File: config.mk
export PLATFORM = sky130hd
export DESIGN_NAME = lfu_name_cache_replacement_core_flat
export DESIGN_NICKNAME = d
export VERILOG_FILES = /design/src/design/lfu_pkg.sv /design/src/design/lfu_channels.sv /design/src/design/lfu_entry_store.sv /design/src/design/lfu_match_unit.sv /design/src/design/lfu_name_cache_replacement_core.sv /design/src/flat_wrapper.sv
export VERILOG_INCLUDE_DIRS = /design/src /design/src/design
export SDC_FILE = /design/constraint.sdc
export NUM_CORES = 2
export LEC_CHECK = 0
export ABC_AREA = 1
export BUFFER_PORTS_ARGS = -buffer_cell sky130_fd_sc_hd__buf_2
export CAP_MARGIN = 20
export CORE_ASPECT_RATIO = 0.75
export CORE_MARGIN = 4
export CORE_UTILIZATION = 45
export CTS_CLUSTER_DIAMETER = 50
export DETAILED_ROUTE_END_ITERATION = 6
export PLACE_DENSITY = 0.57
export SLEW_MARGIN = 20
export SYNTH_ARGS = -nofsm -noshare
export SYNTH_HDL_FRONTEND = slang
export SYNTH_SLANG_ARGS = --single-unit
File: constraint.sdc
create_clock -name clock -period 11 [get_ports clock]
set_input_delay 1.65 -clock clock [delete_from_list [all_inputs] [get_ports clock]]
set_output_delay 1.65 -clock clock [all_outputs]
set_load 0.02 [all_outputs]
File: src/design/lfu_name_cache_replacement_core_defines.svh
// assertion macros for the lfu name cache replacement core
`ifndef LFU_NAME_CACHE_REPLACEMENT_CORE_DEFINES_SVH
`define LFU_NAME_CACHE_REPLACEMENT_CORE_DEFINES_SVH

`ifndef NO_ASSERTIONS

// same-cycle implication
`define LFU_ASSERT_IMPL(label, clk, rst, ante, cons) \
   label: assert property (@(posedge clk) disable iff (rst) (ante) |-> (cons)) \
      else $error("lfu assertion failed");

// next-cycle implication
`define LFU_ASSERT_NEXT(label, clk, rst, ante, cons) \
   label: assert property (@(posedge clk) disable iff (rst) (ante) |=> (cons)) \
      else $error("lfu assertion failed");

`else

`define LFU_ASSERT_IMPL(label, clk, rst, ante, cons)
`define LFU_ASSERT_NEXT(label, clk, rst, ante, cons)

`endif

`endif

File: src/design/lfu_pkg.sv
// shared types, constants and functions of the lfu name cache core
`timescale 1ns / 1ps
package lfu_pkg;

   localparam int DEF_ENTRIES = 64;
   localparam int TAG_W       = 16;
   localparam int COUNT_W     = 15;
   localparam int SLOT_W      = 6;
   localparam int STATUS_W    = 2;

   localparam logic [COUNT_W-1:0] COUNT_LIMIT    = COUNT_W'(30000);
   localparam logic [COUNT_W-1:0] COUNT_FALLBACK = COUNT_W'(10000);
   localparam logic [COUNT_W-1:0] COUNT_FILL     = COUNT_W'(1);

   // result status codes
   typedef enum logic [STATUS_W-1:0] {
      STATUS_NULL = 2'd0,
      STATUS_HIT  = 2'd1,
      STATUS_MISS = 2'd2
   } status_type;

   // sequencer states
   typedef enum logic [1:0] {
      ST_IDLE,
      ST_SCAN,
      ST_DONE
   } state_type;

   // control from the sequencer to the compare unit
   typedef struct packed {
      logic clear;
      logic check;
   } scan_ctrl_type;

   // usage count after a hit, with fall back at the limit
   function automatic logic [COUNT_W-1:0] next_count(input logic [COUNT_W-1:0] cnt);
      logic [COUNT_W:0] sum;
      sum = {1'b0, cnt} + {{COUNT_W{1'b0}}, 1'b1};
      if (sum >= {1'b0, COUNT_LIMIT}) begin
         return COUNT_FALLBACK;
      end
      return sum[COUNT_W-1:0];
   endfunction

endpackage

File: src/design/lfu_channels.sv
// request and response channel interfaces
`timescale 1ns / 1ps
interface lfu_req_if;
   import lfu_pkg::*;
   logic               valid;
   logic               ready;
   logic               present;
   logic [TAG_W-1:0]   symbol_index;

   modport source (output valid, output present, output symbol_index, input ready);
   modport sink   (input valid, input present, input symbol_index, output ready);
endinterface

interface lfu_rsp_if;
   import lfu_pkg::*;
   logic                valid;
   logic                ready;
   logic [STATUS_W-1:0] status;
   logic [SLOT_W-1:0]   slot;

   modport source (output valid, output status, output slot, input ready);
   modport sink   (input valid, input status, input slot, output ready);
endinterface

File: src/design/lfu_entry_store.sv
// tag and count memory with per-entry valid bits
`timescale 1ns / 1ps
module lfu_entry_store #(
   parameter int ENTRIES = lfu_pkg::DEF_ENTRIES,
   parameter int IDX_W   = $clog2(ENTRIES)
) (
   input  logic                        clock,
   input  logic                        reset,
   input  logic                        rd_en,
   input  logic [IDX_W-1:0]            rd_addr,
   input  logic                        wr_en,
   input  logic [IDX_W-1:0]            wr_addr,
   input  logic [lfu_pkg::TAG_W-1:0]   wr_tag,
   input  logic [lfu_pkg::COUNT_W-1:0] wr_count,
   output logic                        q_live,
   output logic [IDX_W-1:0]            q_idx,
   output logic                        q_valid,
   output logic [lfu_pkg::TAG_W-1:0]   q_tag,
   output logic [lfu_pkg::COUNT_W-1:0] q_count
);
   import lfu_pkg::*;

   localparam int WORD_W = TAG_W + COUNT_W;

   logic [WORD_W-1:0]  mem_ff [ENTRIES];
   logic [ENTRIES-1:0] valid_ff;
   logic [WORD_W-1:0]  rd_data_ff;
   logic               rd_valid_ff;
   logic               q_live_ff;
   logic [IDX_W-1:0]   q_idx_ff;

   // memory write port
   always_ff @(posedge clock) begin
      if (wr_en) begin
         mem_ff[wr_addr] <= {wr_tag, wr_count};
      end
   end

   // registered memory read
   always_ff @(posedge clock) begin
      if (rd_en) begin
         rd_data_ff <= mem_ff[rd_addr];
      end
   end

   // valid bits, cleared at reset
   always_ff @(posedge clock) begin
      if (reset) begin
         valid_ff <= '0;
      end else if (wr_en) begin
         valid_ff[wr_addr] <= 1'b1;
      end
   end

   // read side tracking
   always_ff @(posedge clock) begin
      if (reset) begin
         q_live_ff   <= 1'b0;
         rd_valid_ff <= 1'b0;
         q_idx_ff    <= '0;
      end else begin
         q_live_ff <= rd_en;
         if (rd_en) begin
            rd_valid_ff <= valid_ff[rd_addr];
            q_idx_ff    <= rd_addr;
         end
      end
   end

   // an unfilled entry reads as tag zero, count zero
   assign q_live  = q_live_ff;
   assign q_idx   = q_idx_ff;
   assign q_valid = rd_valid_ff;
   assign q_tag   = rd_valid_ff ? rd_data_ff[WORD_W-1:COUNT_W] : '0;
   assign q_count = rd_valid_ff ? rd_data_ff[COUNT_W-1:0] : '0;

endmodule

File: src/design/lfu_match_unit.sv
// shared tag compare and minimum count tracker for the entry scan
`timescale 1ns / 1ps
module lfu_match_unit #(
   parameter int IDX_W = $clog2(lfu_pkg::DEF_ENTRIES)
) (
   input  logic                          clock,
   input  logic                          reset,
   input  lfu_pkg::scan_ctrl_type        ctrl,
   input  logic [lfu_pkg::TAG_W-1:0]     req_tag,
   input  logic                          q_valid,
   input  logic [lfu_pkg::TAG_W-1:0]     q_tag,
   input  logic [lfu_pkg::COUNT_W-1:0]   q_count,
   input  logic [IDX_W-1:0]              q_idx,
   output logic                          match_now,
   output logic                          hit,
   output logic [IDX_W-1:0]              hit_idx,
   output logic [lfu_pkg::COUNT_W-1:0]   hit_count,
   output logic [IDX_W-1:0]              victim_idx
);
   import lfu_pkg::*;

   logic                hit_ff, hit_in;
   logic [IDX_W-1:0]    hit_idx_ff, hit_idx_in;
   logic [COUNT_W-1:0]  hit_count_ff, hit_count_in;
   logic [COUNT_W-1:0]  best_ff, best_in;
   logic [IDX_W-1:0]    victim_ff, victim_in;

   assign match_now = ctrl.check && q_valid && (q_tag == req_tag);

   // hit capture and running minimum, first smallest wins
   always_comb begin
      hit_in       = hit_ff;
      hit_idx_in   = hit_idx_ff;
      hit_count_in = hit_count_ff;
      best_in      = best_ff;
      victim_in    = victim_ff;
      if (ctrl.clear) begin
         hit_in    = 1'b0;
         best_in   = COUNT_LIMIT;
         victim_in = '0;
      end else if (match_now) begin
         hit_in       = 1'b1;
         hit_idx_in   = q_idx;
         hit_count_in = q_count;
      end else if (ctrl.check && (q_count < best_ff)) begin
         best_in   = q_count;
         victim_in = q_idx;
      end
   end

   always_ff @(posedge clock) begin
      if (reset) begin
         hit_ff <= 1'b0;
      end else begin
         hit_ff <= hit_in;
      end
   end

   always_ff @(posedge clock) begin
      hit_idx_ff   <= hit_idx_in;
      hit_count_ff <= hit_count_in;
      best_ff      <= best_in;
      victim_ff    <= victim_in;
   end

   assign hit        = hit_ff;
   assign hit_idx    = hit_idx_ff;
   assign hit_count  = hit_count_ff;
   assign victim_idx = victim_ff;

endmodule

File: src/design/lfu_name_cache_replacement_core.sv
// Top level of the lfu name cache replacement core.
//
// req_chan carries one lookup: present and symbol_index. rsp_chan returns
// exactly one result per lookup: status (null, hit or miss) and slot.
// Both channels transfer on a clock edge with valid and ready high.
// A lookup with present low answers null and touches no state.
// A present lookup scans the tag and count memory one entry per cycle
// through its single read port, from slot 0 upward, and stops at the first
// valid tag match or after the last entry. The next lookup is taken once the
// result is in the output register. On a hit the count rises by one (30000
// falls back to 10000); on a miss the first entry with the smallest count
// gets the tag and count 1.
// The result register holds while rsp_chan.ready is low; a new lookup may
// be taken meanwhile, but its result waits until the register is free.
// Reset (synchronous) clears all valid bits, so every entry is empty.
`timescale 1ns / 1ps
`include "lfu_name_cache_replacement_core_defines.svh"
module lfu_name_cache_replacement_core #(
   parameter int ENTRIES = lfu_pkg::DEF_ENTRIES
) (
   input  logic   clock,
   input  logic   reset,
   lfu_req_if.sink   req_chan,
   lfu_rsp_if.source rsp_chan
);
   import lfu_pkg::*;

   localparam int IDX_W = $clog2(ENTRIES);
   localparam logic [IDX_W-1:0] LAST_IDX = IDX_W'(ENTRIES - 1);

   state_type           state_ff, state_in;
   logic                present_ff, present_in;
   logic [TAG_W-1:0]    tag_ff, tag_in;
   logic [IDX_W-1:0]    issue_idx_ff, issue_idx_in;
   logic                issue_done_ff, issue_done_in;
   logic                rsp_valid_ff, rsp_valid_in;
   status_type          rsp_status_ff, rsp_status_in;
   logic [SLOT_W-1:0]   rsp_slot_ff, rsp_slot_in;

   logic                req_xfer;
   logic                out_free;
   logic                scan_end;
   logic                rsp_load;
   logic                rd_en;
   logic                wr_en;
   logic [IDX_W-1:0]    wr_addr;
   logic [COUNT_W-1:0]  wr_count;
   scan_ctrl_type       scan_ctrl;

   logic                q_live;
   logic [IDX_W-1:0]    q_idx;
   logic                q_valid;
   logic [TAG_W-1:0]    q_tag;
   logic [COUNT_W-1:0]  q_count;
   logic                match_now;
   logic                hit;
   logic [IDX_W-1:0]    hit_idx;
   logic [COUNT_W-1:0]  hit_count;
   logic [IDX_W-1:0]    victim_idx;

   lfu_entry_store #(
      .ENTRIES (ENTRIES),
      .IDX_W   (IDX_W)
   ) u_store (
      .clock    (clock),
      .reset    (reset),
      .rd_en    (rd_en),
      .rd_addr  (issue_idx_ff),
      .wr_en    (wr_en),
      .wr_addr  (wr_addr),
      .wr_tag   (tag_ff),
      .wr_count (wr_count),
      .q_live   (q_live),
      .q_idx    (q_idx),
      .q_valid  (q_valid),
      .q_tag    (q_tag),
      .q_count  (q_count)
   );

   lfu_match_unit #(
      .IDX_W (IDX_W)
   ) u_match (
      .clock      (clock),
      .reset      (reset),
      .ctrl       (scan_ctrl),
      .req_tag    (tag_ff),
      .q_valid    (q_valid),
      .q_tag      (q_tag),
      .q_count    (q_count),
      .q_idx      (q_idx),
      .match_now  (match_now),
      .hit        (hit),
      .hit_idx    (hit_idx),
      .hit_count  (hit_count),
      .victim_idx (victim_idx)
   );

   // handshake helpers
   assign req_xfer = req_chan.valid && req_chan.ready;
   assign out_free = !rsp_valid_ff || rsp_chan.ready;
   assign scan_end = q_live && (match_now || (q_idx == LAST_IDX));

   // next state
   always_comb begin
      state_in = state_ff;
      case (state_ff)
         ST_IDLE: begin
            if (req_chan.valid) begin
               state_in = req_chan.present ? ST_SCAN : ST_DONE;
            end
         end
         ST_SCAN: begin
            if (scan_end) begin
               state_in = ST_DONE;
            end
         end
         ST_DONE: begin
            if (out_free) begin
               state_in = ST_IDLE;
            end
         end
         default: state_in = ST_IDLE;
      endcase
   end

   // sequencer outputs
   always_comb begin
      req_chan.ready  = 1'b0;
      rd_en           = 1'b0;
      scan_ctrl.clear = 1'b0;
      scan_ctrl.check = 1'b0;
      rsp_load        = 1'b0;
      wr_en           = 1'b0;
      case (state_ff)
         ST_IDLE: begin
            req_chan.ready  = 1'b1;
            scan_ctrl.clear = 1'b1;
         end
         ST_SCAN: begin
            rd_en           = !issue_done_ff;
            scan_ctrl.check = q_live;
         end
         ST_DONE: begin
            rsp_load = out_free;
            wr_en    = out_free && present_ff;
         end
         default: begin
            req_chan.ready = 1'b0;
         end
      endcase
   end

   // write back: bump the hit count or refill the victim
   assign wr_addr  = hit ? hit_idx : victim_idx;
   assign wr_count = hit ? next_count(hit_count) : COUNT_FILL;

   // datapath next values
   always_comb begin
      present_in    = present_ff;
      tag_in        = tag_ff;
      issue_idx_in  = issue_idx_ff;
      issue_done_in = issue_done_ff;
      rsp_valid_in  = rsp_valid_ff;
      rsp_status_in = rsp_status_ff;
      rsp_slot_in   = rsp_slot_ff;
      if (req_xfer) begin
         present_in    = req_chan.present;
         tag_in        = req_chan.symbol_index;
         issue_idx_in  = '0;
         issue_done_in = 1'b0;
      end
      if (rd_en) begin
         if (issue_idx_ff == LAST_IDX) begin
            issue_done_in = 1'b1;
         end else begin
            issue_idx_in = issue_idx_ff + 1'b1;
         end
      end
      // response register
      if (rsp_valid_ff && rsp_chan.ready) begin
         rsp_valid_in = 1'b0;
      end
      if (rsp_load) begin
         rsp_valid_in = 1'b1;
         if (!present_ff) begin
            rsp_status_in = STATUS_NULL;
            rsp_slot_in   = '0;
         end else if (hit) begin
            rsp_status_in = STATUS_HIT;
            rsp_slot_in   = SLOT_W'(hit_idx);
         end else begin
            rsp_status_in = STATUS_MISS;
            rsp_slot_in   = SLOT_W'(victim_idx);
         end
      end
   end

   always_ff @(posedge clock) begin
      if (reset) begin
         state_ff      <= ST_IDLE;
         issue_done_ff <= 1'b1;
         rsp_valid_ff  <= 1'b0;
      end else begin
         state_ff      <= state_in;
         issue_done_ff <= issue_done_in;
         rsp_valid_ff  <= rsp_valid_in;
      end
   end

   always_ff @(posedge clock) begin
      present_ff    <= present_in;
      tag_ff        <= tag_in;
      issue_idx_ff  <= issue_idx_in;
      rsp_status_ff <= rsp_status_in;
      rsp_slot_ff   <= rsp_slot_in;
   end

   assign rsp_chan.valid  = rsp_valid_ff;
   assign rsp_chan.status = rsp_status_ff;
   assign rsp_chan.slot   = rsp_slot_ff;

   // checks
   `LFU_ASSERT_NEXT(a_null_skips_scan, clock, reset, req_xfer && !req_chan.present, state_ff == ST_DONE)
   `LFU_ASSERT_IMPL(a_load_returns_idle, clock, reset, $rose(rsp_valid_ff), state_ff == ST_IDLE)
   `LFU_ASSERT_IMPL(a_null_slot_zero, clock, reset, rsp_valid_ff && (rsp_status_ff == STATUS_NULL), rsp_slot_ff == '0)
   `LFU_ASSERT_IMPL(a_no_write_while_scan, clock, reset, wr_en, !rd_en && !scan_ctrl.check)

endmodule
File: src/flat_wrapper.sv
// flat-port wrapper written by rule: the top's interface ports become plain ports
module lfu_name_cache_replacement_core_flat import lfu_pkg::*;
#(
   parameter int ENTRIES = lfu_pkg::DEF_ENTRIES
)
  (clock, reset, req_chan_valid, req_chan_present, req_chan_symbol_index, req_chan_ready, rsp_chan_valid, rsp_chan_status, rsp_chan_slot, rsp_chan_ready);
  lfu_req_if req_chan_i ();
  lfu_rsp_if rsp_chan_i ();
  input  logic clock;
  input  logic reset;
  input wire logic [$bits(req_chan_i.valid)-1:0] req_chan_valid;
  input wire logic [$bits(req_chan_i.present)-1:0] req_chan_present;
  input wire logic [$bits(req_chan_i.symbol_index)-1:0] req_chan_symbol_index;
  output wire logic [$bits(req_chan_i.ready)-1:0] req_chan_ready;
  output wire logic [$bits(rsp_chan_i.valid)-1:0] rsp_chan_valid;
  output wire logic [$bits(rsp_chan_i.status)-1:0] rsp_chan_status;
  output wire logic [$bits(rsp_chan_i.slot)-1:0] rsp_chan_slot;
  input wire logic [$bits(rsp_chan_i.ready)-1:0] rsp_chan_ready;
  assign req_chan_i.valid = req_chan_valid;
  assign req_chan_i.present = req_chan_present;
  assign req_chan_i.symbol_index = req_chan_symbol_index;
  assign req_chan_ready = req_chan_i.ready;
  assign rsp_chan_valid = rsp_chan_i.valid;
  assign rsp_chan_status = rsp_chan_i.status;
  assign rsp_chan_slot = rsp_chan_i.slot;
  assign rsp_chan_i.ready = rsp_chan_ready;
  lfu_name_cache_replacement_core #(.ENTRIES(ENTRIES)) u_core (.clock(clock), .reset(reset), .req_chan(req_chan_i), .rsp_chan(rsp_chan_i));
endmodule
* Yosys cells after proc, flatten, opt, wreduce, memory -nomap -nowiden
Memory sizes are Yosys's and may differ from the RTL's. A register that Yosys moved wholly into a read port is not among the register bits.
Cells that the tools add are included.
** Operators by class
- Equal/unequal tests :: 8
- Reductions and logical operators :: 18
- $lt $le $gt $ge :: 5
- Add/sub/neg operators :: 2
- Bitwise operators :: 3
- Multiplexer cells :: 32
** Operator list (count)
- OR 64 bit :: 1
- two-way mux 15 bit :: 4
- two-way mux 6 bit :: 4
- adder 15 x 1 -> 16 bit (second input constant) :: 1
- equality test 16 bit :: 1
- >= comparator 16 x 15 -> 1 bit (second input constant) :: 1
- two-way mux 16 bit :: 1
- < comparator 15 bit :: 1
- two-way mux 1 bit :: 15
- < comparator 6 x 7 -> 1 bit (second input constant) :: 2
- equality test 6 bit (second input constant) :: 2
- two-way mux 2 bit :: 5
- logical AND 1 bit :: 8
- adder 6 x 1 -> 6 bit (second input constant) :: 1
- binary-select mux 1 bit (select 6 bit) :: 1
- demux 1 bit (select 6 bit) :: 1
- >= comparator 6 x 1 -> 1 bit (second input constant) :: 1
- one-hot mux 2 bit (3 select lines) :: 1
- inequality test 2 x 1 -> 1 bit (second input constant) :: 2
- AND reduction 2 bit :: 2
- AND reduction 3 bit :: 1
- equality test 2 x 1 -> 1 bit (second input constant) :: 1
- equality test 2 bit (second input constant) :: 1
- zero test 1 bit :: 2
- 6 further kinds :: 8
** Storage, ports and cells
- Logic and storage cells :: 86
- Memories :: 1
- Register bits after elaboration :: 150
- RAM bits :: 1984
** Memories
- u_core.u_store.mem_ff :: words 64, width 31, read ports 1, clocked after Yosys merged registers in 1, write ports 1, RTL line lfu_entry_store.sv:25 : logic [WORD_W-1:0] mem_ff [ENTRIES];

* Longest topological paths before layout
- Depth after elaboration :: 8
- Depth in mapped cells :: 18
- Gate-level depth less buffers :: 14

* Modules after synthesis
A second synthesis with hierarchy kept.
** Unflattened totals
- Cell total of the unflattened synthesis :: 7569
- Area, all modules :: 87808.0 um^2
** Modules (own cells, without submodules)
- lfu_entry_store :: area each 83322.4 um^2, cells each 6981, instances 1
- lfu_match_unit :: area each 2444.8 um^2, cells each 325, instances 1
- lfu_name_cache_replacement_core :: area each 2040.7 um^2, cells each 263, instances 1

* Least setup slack after synthesis
Ideal clock, no wire load.
- Kind :: input to register
- From :: input rsp_chan_ready
- To :: memory u_core.u_store.mem_ff[10][0] (netlist name) (enable)
- Cell stages on the path :: 8
- Data arrival time :: 4.040 ns
- Setup slack :: 6.540 ns
- Library setup time :: 0.420 ns
- Cells stage by stage :: nor2_1 nor2_1 nand2_1 inv_1 nand3_1 nor2_1 inv_2 nor2_1
** Between the ends
- Longest elaborated chain between the ends :: 5
** Ends and longest elaborated chain
- from (decl) :: RTL line flat_wrapper.sv:18 : input wire logic [$bits(rsp_chan_i.ready)-1:0] rsp_chan_ready;
- logical OR 1 bit :: RTL line lfu_name_cache_replacement_core.sv:100 : assign out_free = !rsp_valid_ff || rsp_chan.ready;
- logical AND 1 bit :: RTL line lfu_name_cache_replacement_core.sv:145 : wr_en = out_free && present_ff;
- two-way mux 1 bit :: RTL line lfu_name_cache_replacement_core.sv:134 : case (state_ff)
- two-way mux 1 bit :: RTL line lfu_entry_store.sv:34 : if (wr_en) begin
- two-way mux 1 bit (implied by the code) :: RTL line lfu_entry_store.sv:35 : mem_ff[wr_addr] <= {wr_tag, wr_count};
- to (decl) :: RTL line lfu_entry_store.sv:25
No other way between the ends.

==> metrics.txt <==
violated checks=design-rule violations; Die Ht=387 µm; Core Rows=138; crit path to=u_core.u_store.rd_data_ff[17]; clk_lat worst skew=0.85 ns; CTS tree=yes; H-tree Lvls=4; port bufs=30; post-CTS setup buffers=0; Pleak=33.8 nW; Fmax=213 MHz; vias in the first global route=between 50000 and 60000; routed len/inst=approximately 27 µm; starting density of the core=45.4%; setup violators final=0; result of the run=finished, violations left; Slew Viols, Final=0; critical path startpoint category=flop; critical path cell sequence=inv_16 -> buf_12 -> buf_4 -> o21ai_0 -> o22ai_1 -> nand2_1 -> nand3_1 -> nand3_1 -> nand3_1 -> and2_1; R2R cell count=10; reg2reg setup slack=6.30 ns; Tmin final=4.70 ns; Setup Skew=slightly above 0.04 ns; most frequent CP cell=nand3_1; Final ANT Viol Nets=0; syn avg cell area=~12 µm²; Die W=513 µm; DRT Pass-1 Iters=7; hold crit path type=flop to flop; final WL=between 200000 and 300000 µm; Seq/Total Area, Yosys=74.3%; number of max-cap violations=0; core area=189000 µm²; Ports=31; Area Overhead vs Synth=11.5%; CP endpoint kind=flop; CP max-delay cell=buf_4; Syn Inst Count=6951; Final Util=50.6%; Syn. warnings=0; Post-CTS Hold Fix Bufs=0; maximum VDD drop=0.159 mV; distinct cell type count of the synthesized netlist=50; first-pass GRT wire length=about 370000 µm; total power draw=17.1 mW; GP Congestion=0.938; gr ovfl total=0; initial antenna violation count=16; critical register-to-register path endpoint=u_core.u_store.rd_data_ff[17]; drc violations=1; DR iter-0 viols=about 8700; clk sink count=2165; Cell Area, Synth=86100 µm²; slew margin rel.=21.8%; critical path class=flop to flop; Post-DP HPWL=147000 µm; Overall Global Routing Usage=25.4%; setup TNS=0 ns; WHS=0.453 ns; layout cell share with drive strength beyond 1=8.23%; Hold Fails Final Rpt=0; flops & latches, synth=2165; Power Dens Cells=between 150 and 200 nW/µm²; critical path data arrival time=roughly 5.4 ns; CP max FO=233; Crit Reg-Reg Startpoint=u_core.issue_idx_ff[0]; Max stage delay on crit path=0.87 ns; clock slew seen by the registers of the worst setup and hold paths=~0.070 ns; Die ar.=198000 µm²; actual slew at the worst max-slew pin=around 1.2 ns; Synthesized Nets=6988; Nets=6883; Vias per Instance=5.93; Critical Path RT=~12 ns; final worst-path cycle share=42.8%; Critical path origin=u_core.issue_idx_ff[0]; clk buf depth=3; largest net degree at the start of global routing=234; routed vias=56598; clock root cell=clkbuf_16; Post-CTS Resized=0; cts bufs inserted=about 200; RSZ-0062 raised after global routing=false
## layer usage
metal / global-route usage (%) / vias up / part of all wire (%)
met1: 39.2 / 28289 / 44
met4: 6.06 / 4 / 2.4
met5: 0 / - / 0.010
met2: 35.6 / 2839 / 42
li1: - / 25130 / -
met3: 7.01 / 336 / 12
## how the worst min path moves through the flow
stage,from,end,slack [ns],depth (start not counted)
after global routing,u_core.u_store.q_idx[5],u_core.u_match.hit_idx[5],0.46,0
after CTS,u_core.u_store.q_idx[5],u_core.u_match.hit_idx[5],0.45,0
after global placement,u_core.u_store.q_idx[5],u_core.u_match.hit_idx[5],0.42,0
final,u_core.u_store.q_idx[5],u_core.u_match.hit_idx[5],0.45,0
after detailed placement,u_core.u_store.q_idx[5],u_core.u_match.hit_idx[5],0.43,0
after floorplan,u_core.u_store.q_idx[5],u_core.u_match.hit_idx[5],0.41,0
## metrics by stage
stage	cells	cell area (µm²)	worst slack (ns)
after detailed placement	9135	88900	5.70
after floorplan	6951	86100	6.54
after global placement	9127	88700	5.78
after CTS	9518	95400	6.56
final	9545	95900	6.30
after global routing	9541	95900	6.16
## cell families (layout without fill, tap and decap cells)
family,count (synthesis),in the layout,share of synthesized area [%]
other,0,4,0
XOR/XNOR,10,10,0.102
AO/OA/AOI/OAI,1646,1646,10.5
flip-flops,2165,2165,74.3
buffers and inverters,594,664,3.02
AND/OR/NAND/NOR,2520,2520,11.8
adder cells (fa/ha/maj),16,16,0.233
## worst max-delay path: cells and delay by family (launching register included)
kind / cells / cell delay (ns)
compound gates: 2 / 0.44
simple gates: 5 / 0.76
buf+inv: 3 / 1.94
flops: 1 / 0.58
## cells in the mapped netlist, drive strengths merged
library cell	n	area, µm²
xor2	7	61.3
o32ai	1	8.76
and2	19	119
xnor2	3	26.3
o22ai	496	3100
clkbuf	285	1070
nand4	11	68.8
or2	7	43.8
a31oi	1	6.26
nor3	8	45.0
buf	184	1060
inv	123	464
ha	16	200
a21oi	25	125
a21boi	1	7.51
o311ai	1	8.76
o211ai	21	158
nor4	1	6.26
dfxtp	104	2080
nand3b	3	22.5
nand2	758	2860
and3b	1	8.76
nand3	403	2050
o221ai	16	140
o21bai	1	7.51
clkinv	2	7.51
nor2	1309	4940
o21ai	1061	5330
o21a	18	135
edfxtp	2061	61900
a211oi	3	22.5
a21o	1	7.51
## layout make-up
type,count,area [µm²]
diodes,4,10.0
well taps,2520,3150
flip-flops and latches,2165,64000
multi-input cells,4192,20100
clock buffers,278,5630
inverters,125,508
clock inverters,105,858
fillers,16310,93500
repair buffers,156,1740
## state kept, by name (all words and copies together), names as in the netlist
signal	flops
u_core.issue_done_ff	1
u_core.issue_idx_ff	6
u_core.present_ff	1
u_core.rsp_chan.slot	6
u_core.rsp_chan.status	2
u_core.rsp_chan.valid	1
u_core.state_ff	2
u_core.tag_ff	16
u_core.u_match.best_ff	15
u_core.u_match.hit	1
u_core.u_match.hit_count	15
u_core.u_match.hit_idx	6
u_core.u_match.victim_idx	6
u_core.u_store.mem_ff	1984
u_core.u_store.q_idx	6
u_core.u_store.q_live	1
u_core.u_store.q_valid	1
u_core.u_store.rd_data_ff	31
u_core.u_store.valid_ff	64
## report_power, final
part	internal, mW	switching, mW	total (mW)
clock	3.81	3.12	6.93
sequential	9.01	0.0227	9.03
combinational	0.287	0.893	1.18
total	13.1	4.04	17.1
## layout by cell type (no fill, tap or decap), types with 36 or more instances in the layout
cell type	count
buf_4	85
clkbuf_1	55
clkbuf_16	209
clkinv_1	36
clkinv_2	40
dfxtp_1	99
edfxtp_1	2061
inv_1	95
nand2_1	753
nand3_1	397
nor2_1	1231
nor2_4	75
o21ai_0	1027
o22ai_1	496
(Power assumes the default switching activity.)
